===== src/hdl/rms_pkg.sv =====
`default_nettype none

package rms_pkg;

  // fixed field widths
  localparam int unsigned POS_W  = 11;
  localparam int unsigned VAL_W  = 20;
  localparam int unsigned NODE_W = 21;

  typedef logic signed [NODE_W-1:0] node_t;

  // all ones marks an empty span
  localparam node_t EMPTY_NODE = '1;

  typedef enum logic [1:0] {
    OP_UPDATE = 2'd0,
    OP_QUERY  = 2'd1,
    OP_CLEAR  = 2'd2
  } opcode_t;

  // one input word after unpacking
  typedef struct packed {
    opcode_t            opcode;
    logic [POS_W-1:0]   position;
    logic [VAL_W-1:0]   new_value;
    logic [POS_W-1:0]   range_first;
    logic [POS_W-1:0]   range_last;
  } item_t;

  // signed maximum of two nodes
  function automatic node_t smax(input node_t a, input node_t b);
    return (a > b) ? a : b;
  endfunction

endpackage

`default_nettype wire


===== src/hdl/rms_ctrl.sv =====
`default_nettype none

module rms_ctrl
  import rms_pkg::*;
#(
  parameter int unsigned LEAVES = 1024,
  localparam int unsigned AW = $clog2(2 * LEAVES),
  localparam int unsigned CW = ((AW + 1) > POS_W) ? (AW + 1) : POS_W
) (
  input  wire logic          clk,
  input  wire logic          rst,
  input  wire logic [CW-1:0] positions_in_use,
  input  wire logic          item_valid,
  output logic               item_ready,
  input  wire item_t         item,
  input  wire logic          out_free,
  output logic               res_valid,
  output node_t              res_value,
  output logic [AW-1:0]      rd_addr,
  input  wire node_t         rd_data,
  output logic               wr_en,
  output logic [AW-1:0]      wr_addr,
  output node_t              wr_data
);

  localparam logic [AW-1:0] LAST_ADDR = AW'(2 * LEAVES - 1);
  localparam logic [CW-1:0] LEAVES_W  = CW'(LEAVES);
  localparam logic [CW-1:0] ONE_W     = CW'(1);

  typedef enum logic [3:0] {
    S_CLEAR,
    S_IDLE,
    S_U_RD,
    S_U_WR,
    S_U_SIB_RD,
    S_U_SIB_WR,
    S_Q_TEST,
    S_Q_HI,
    S_Q_FOLD,
    S_Q_OUT
  } state_t;

  state_t           state;
  logic [AW-1:0]    clr_addr;
  logic [AW-1:0]    k;
  logic [VAL_W-1:0] val;
  node_t            cur;
  node_t            best;
  logic [CW-1:0]    lo;
  logic [CW-1:0]    hi;
  logic             pend;

  logic [CW-1:0]    used_w;
  logic [CW-1:0]    pos_w;
  logic [CW-1:0]    first_w;
  logic [CW-1:0]    last_w;
  logic [CW-1:0]    leaf_w;
  logic [CW-1:0]    qlo_w;
  logic [CW-1:0]    qhi_w;
  logic [CW-1:0]    hi_dec;
  logic             upd_ok;
  logic             q_empty;
  logic [AW-1:0]    parent;
  node_t            leaf_max;
  node_t            sib_max;

  // decode of an incoming word against the positions in use
  always_comb begin
    used_w  = (positions_in_use > LEAVES_W) ? LEAVES_W : positions_in_use;
    pos_w   = CW'(item.position);
    first_w = (item.range_first == '0) ? ONE_W : CW'(item.range_first);
    last_w  = (CW'(item.range_last) > used_w) ? used_w : CW'(item.range_last);
    upd_ok  = (pos_w != '0) && (pos_w <= used_w);
    q_empty = (used_w == '0) || (first_w > last_w);
    leaf_w  = LEAVES_W + pos_w - ONE_W;
    qlo_w   = LEAVES_W + first_w - ONE_W;
    qhi_w   = LEAVES_W + last_w;
  end

  // datapath helpers
  always_comb begin
    hi_dec   = hi - ONE_W;
    parent   = k >> 1;
    leaf_max = smax(rd_data, node_t'({1'b0, val}));
    sib_max  = smax(cur, rd_data);
  end

  // memory read address; each read is registered and consumed in the cycle after it
  always_comb begin
    unique case (state)
      S_U_SIB_RD: rd_addr = k ^ AW'(1);
      S_Q_TEST:   rd_addr = lo[AW-1:0];
      S_Q_HI:     rd_addr = hi_dec[AW-1:0];
      default:    rd_addr = k;
    endcase
  end

  // memory write port; the leaf write targets the same entry that the read port addresses in that step
  always_comb begin
    wr_en   = 1'b0;
    wr_addr = k;
    wr_data = leaf_max;
    unique case (state)
      S_CLEAR: begin
        wr_en   = 1'b1;
        wr_addr = clr_addr;
        wr_data = EMPTY_NODE;
      end
      S_U_WR: begin
        wr_en = 1'b1;
      end
      S_U_SIB_WR: begin
        wr_en   = 1'b1;
        wr_addr = parent;
        wr_data = sib_max;
      end
      default: begin
        wr_en = 1'b0;
      end
    endcase
  end

  assign item_ready = (state == S_IDLE);
  assign res_valid  = (state == S_Q_OUT) && out_free;
  assign res_value  = best;

  // sequencer
  always_ff @(posedge clk) begin
    if (rst) begin
      state    <= S_CLEAR;
      clr_addr <= '0;
    end else begin
      unique case (state)
        S_CLEAR: begin
          clr_addr <= clr_addr + AW'(1);
          if (clr_addr == LAST_ADDR) begin
            state <= S_IDLE;
          end
        end
        S_IDLE: begin
          if (item_valid) begin
            unique case (item.opcode)
              OP_UPDATE: begin
                if (upd_ok) begin
                  k     <= leaf_w[AW-1:0];
                  val   <= item.new_value;
                  state <= S_U_RD;
                end
              end
              OP_QUERY: begin
                best  <= EMPTY_NODE;
                lo    <= qlo_w;
                hi    <= qhi_w;
                state <= q_empty ? S_Q_OUT : S_Q_TEST;
              end
              OP_CLEAR: begin
                clr_addr <= '0;
                state    <= S_CLEAR;
              end
              default: begin
                state <= S_IDLE;
              end
            endcase
          end
        end
        // leaf merge, then one sibling read and parent write per level
        S_U_RD: begin
          state <= S_U_WR;
        end
        S_U_WR: begin
          cur   <= leaf_max;
          state <= S_U_SIB_RD;
        end
        S_U_SIB_RD: begin
          state <= S_U_SIB_WR;
        end
        S_U_SIB_WR: begin
          cur <= sib_max;
          k   <= parent;
          if (parent == AW'(1)) begin
            state <= S_IDLE;
          end else begin
            state <= S_U_SIB_RD;
          end
        end
        // bottom-up range walk, left edge then right edge per level
        S_Q_TEST: begin
          if (lo < hi) begin
            pend <= lo[0];
            if (lo[0]) begin
              lo <= lo + ONE_W;
            end
            state <= S_Q_HI;
          end else begin
            state <= S_Q_OUT;
          end
        end
        S_Q_HI: begin
          if (pend) begin
            best <= smax(best, rd_data);
          end
          if (hi[0]) begin
            hi    <= hi_dec;
            state <= S_Q_FOLD;
          end else begin
            lo    <= lo >> 1;
            hi    <= hi >> 1;
            state <= S_Q_TEST;
          end
        end
        S_Q_FOLD: begin
          best  <= smax(best, rd_data);
          lo    <= lo >> 1;
          hi    <= hi >> 1;
          state <= S_Q_TEST;
        end
        S_Q_OUT: begin
          if (out_free) begin
            state <= S_IDLE;
          end
        end
        default: begin
          state <= S_IDLE;
        end
      endcase
    end
  end

endmodule

`default_nettype wire


===== config.mk =====
export PLATFORM = sky130hd
export DESIGN_NAME = rms_ctrl
export DESIGN_NICKNAME = d
export VERILOG_FILES = /design/src/hdl/rms_pkg.sv /design/src/hdl/rms_ctrl.sv
export SDC_FILE = /design/constraint.sdc
export NUM_CORES = 1
export LEC_CHECK = 0
export ABC_CLOCK_PERIOD_IN_PS = 8900
export BUFFER_PORTS_ARGS = -buffer_cell sky130_fd_sc_hd__buf_2
export CAP_MARGIN = 0
export CORE_MARGIN = 1
export CORE_UTILIZATION = 35
export DETAILED_ROUTE_END_ITERATION = 16
export PLACE_DENSITY = 0.53
export REMOVE_ABC_BUFFERS = 1
export SLEW_MARGIN = 5
export SYNTH_ARGS = -nofsm -noshare
export SYNTH_HDL_FRONTEND = slang
export SYNTH_SLANG_ARGS = --single-unit

===== constraint.sdc =====
create_clock -name clk -period 8.9 [get_ports clk]
set_input_delay 1.78 -clock clk [delete_from_list [all_inputs] [get_ports clk]]
set_output_delay 1.78 -clock clk [all_outputs]
set_load 0.005 [all_outputs]

==> summary.txt <==
Clock network
  – Post-CTS Hold Buffers: 0
  – Clk sinks: 113
  – Clk buf depth: 2
  – CTS tree: built
  – Post-CTS Setup Repair Bufs: 0
  – # resized after CTS: 0
  – CTS HTree Levels: 4
  – Total CTS buffers: 17
  – Latest clock arrival within the worst-skew pair: 0.42 ns
  – Root Buffer: clkbuf_16
  – Reg clk slew, reported paths: 0.05 ns

Layout
  – Fraction of layout cells with a size suffix above 1: 17.5%
  – Layout overhead on the synthesized area: 18.5%
  – Final std cells w/o fill: 1532
  – End-of-flow core utilization: 42.2%
  – Nets: 1387

Place
  – Placed Cells: 1500
  – IO Port Bufs: 158
  – RePlAce Congestion: 0.836
  – Post-DP HPWL: 21500 um

Logic synthesis
  – Asr flop ratio synth: 0%
  – Cell Area, Synth: 0.00928 sq mm
  – Register bit total from synthesis: 113
  – EDFF count, synth: 98
  – Yosys warns: 0
  – Commonest register cell after synthesis: edfxtp_1
  – Fraction of the yosys area taken by sequential cells: 34.9%
  – Post-synth cell types: 60
  – Synthesized area per cell: 8.86 sq um
  – Cells after Synth: 1047

Route
  – DR WL/cell: 18.0 um
  – Routed vias/inst: 5.45
  – Total Wirelength: 27600 um
  – Drt first pass iters: 7
  – DR vias: 8342
  – Initial DRC Count: 542
  – # DRC: 0
  – Remaining antenna violation count after routing: 0

STA
  – TNS Setup: 0 ns
  – RSZ-0062 raised after global routing: false
  – Tcrit/Tclk final: 70.3%
  – Clk_skew: 0.00977 ns
  – Min Clock Period, post-route: 6.26 ns
  – Max Freq: 160 MHz
  – Max-slew violations: 0
  – Worst Hold Slack: 0.506 ns
  – Worst slew margin: 25.6%
  – Hold Vio Cnt, Final: 0
  – Final-report setup violation count: 0
  – Slew at the pin with the worst max-slew slack: 1.12 ns

Global routing
  – First-pass GRT wire length: 42500 um
  – Grt ovf: 0
  – Initial antenna violation count: 1
  – Largest net degree at the start of global routing: 44
  – GRT Overall Usage: 20.4%
  – Vias in the first global route: 7768

Power
  – PwrDens: 134 mW/mm^2
  – Static Leakage: 4.55 nW
  – Peak supply drop: 101 uV

Worst setup path
  – R2r setup slk: 4.96 ns
  – R2r endpoint: res_value[18]$_SDFFCE_PP1P_
  – Nature of the critical path endpoint: output pin
  – Crit-path max FO: 39
  – CP Class: primary input to output pin
  – Startpoint types: primary input
  – Arrival @ worst endpoint: 4.48 ns
  – Worst r2r src: state[1]$_SDFFE_PP0P_
  – Worst R2R Path Depth: 7
  – Crit path required time: 7.12 ns

Hold path
  – Worst Min Path Start: clr_addr[5]$_SDFFE_PP0P_
  – Hold EP: clr_addr[5]$_SDFFE_PP0P_
  – HP Class: flop to flop
  – Worst Hold Depth: 2

Floorplan
  – Die X-Extent: 165 um
  – Core Area: 0.0261 sq mm
  – Row count: 59
  – Die Y-Extent: 165 um
  – Io pins: 159
  – Initial Utilization: 35.6%
  – Die ar.: 0.0272 sq mm

Outcome
  – Outcome: complete, no violations

Run
  – # Max-Cap Violations: 0
## registers in the layout, indices dropped and copies added (netlist names)
signal	flops
cur	21
res_value	21
val	20
hi	12
lo	12
clr_addr	11
k	11
state	4
pend	1
## layout by cell type (no fill, tap or decap), drive strengths merged, types with 8 or more instances in the layout
cell type / n
nor3: 42
inv: 65
a21o: 19
nor4: 12
dfxtp: 15
nor2b: 11
o221ai: 12
ha: 111
a21oi: 53
a221o: 21
a221oi: 20
nor2: 100
buf: 170
nand4: 18
nand2: 110
a22oi: 8
nand2b: 29
xnor2: 23
and3: 8
xor2: 16
o21a: 15
o21ai: 61
nand3: 33
edfxtp: 98
mux2i: 22
clkbuf: 19
## metrics by stage
step | total power, mW | worst slack [ns] | cell area, sq um
2_1_floorplan | 0.699 | 2.28 | 9060
3_3_place_gp | 0.770 | 2.68 | 10400
3_5_place_dp | 0.771 | 2.65 | 10400
4_1_cts | 1.48 | 2.68 | 11000
5_1_grt | 1.52 | 2.43 | 11000
6_report | 1.47 | 2.64 | 11000
## area by class of cell
cell class	count	area [sq um]
Antenna cell	1	2.50
Fill cell	2694	15100
Tap cell	335	419
Clock inverter	12	166
Inverter	67	251
Multi-Input combinational cell	815	5600
Clock buffer	19	433
Sequential cell	113	3240
Timing Repair Buffer	170	881
## how the worst max path moves through the flow
stage | start | end | cells past startpoint
2_1_floorplan | rd_data[12] | wr_data[0] | 9
3_3_place_gp | positions_in_use[4] | state[0]$_SDFFE_PP0P_ | 22
3_5_place_dp | positions_in_use[4] | state[0]$_SDFFE_PP0P_ | 23
4_1_cts | rd_data[8] | wr_data[0] | 11
5_1_grt | rd_data[2] | wr_data[0] | 12
6_report | rd_data[2] | wr_data[0] | 12
## synthesized netlist by cell type (8+ instances only)
master | number | area (sq um)
nand4_1 | 18 | 113
buf_2 | 10 | 50.1
o221ai_1 | 12 | 105
nand2_1 | 110 | 413
inv_1 | 65 | 244
nor3_1 | 42 | 210
xor2_1 | 16 | 140
nand2b_1 | 29 | 181
mux2i_1 | 22 | 220
nor2_1 | 100 | 375
a21o_1 | 19 | 143
ha_1 | 111 | 1390
a22oi_1 | 8 | 60.1
edfxtp_1 | 98 | 2940
a221o_1 | 21 | 210
nor4_1 | 10 | 62.6
and3_1 | 8 | 50.1
o21a_1 | 15 | 113
a221oi_1 | 20 | 175
xnor2_1 | 23 | 201
a21oi_1 | 53 | 265
nor2b_1 | 11 | 68.8
clkbuf_1 | 38 | 143
nand3_1 | 33 | 165
dfxtp_1 | 15 | 300
o21ai_0 | 60 | 300
## worst max-delay path: stages
cell and delay [ns]:
buf_2 0.12, ha_1 0.30, o21ai_0 0.15, a21oi_1 0.06, nor3_1 0.18, nor2_1 0.09, o31a_1 0.31, o22ai_4 0.49
buf_4 0.50, nor3_1 0.11, nand2b_1 0.21, buf_2 0.15
## per-layer routing
| layer | global-route usage, % | wire length [um] | vias to the layer above |
|---|---|---|---|
| met5 | 0 | 0 | - |
| met4 | 4.84 | 378 | 0 |
| met3 | 3.72 | 1290 | 25 |
| met2 | 31.5 | 12100 | 191 |
| met1 | 29.3 | 13800 | 3968 |
| li1 | - | - | 4158 |
## logic make-up (layout without fill, tap and decap cells)
family / after synthesis / in the layout / share of synthesized area, %
buf+inv: 119 / 268 / 5.07
fa+ha+maj: 111 / 111 / 15.0
simple gates: 388 / 388 / 20.0
xor+xnor: 39 / 39 / 3.68
mux: 23 / 23 / 2.49
other cells: 0 / 1 / 0
compound gates: 254 / 254 / 18.8
flops: 113 / 113 / 34.9
## power by group
group / total [mW] / switching [mW] / leakage (nW) / internal, mW
logic: 0.183 / 0.105 / 3.26 / 0.0785
registers: 0.578 / 0.00140 / 1.00 / 0.577
clock network: 0.709 / 0.246 / 0.286 / 0.463
(Power assumes the default switching activity.)
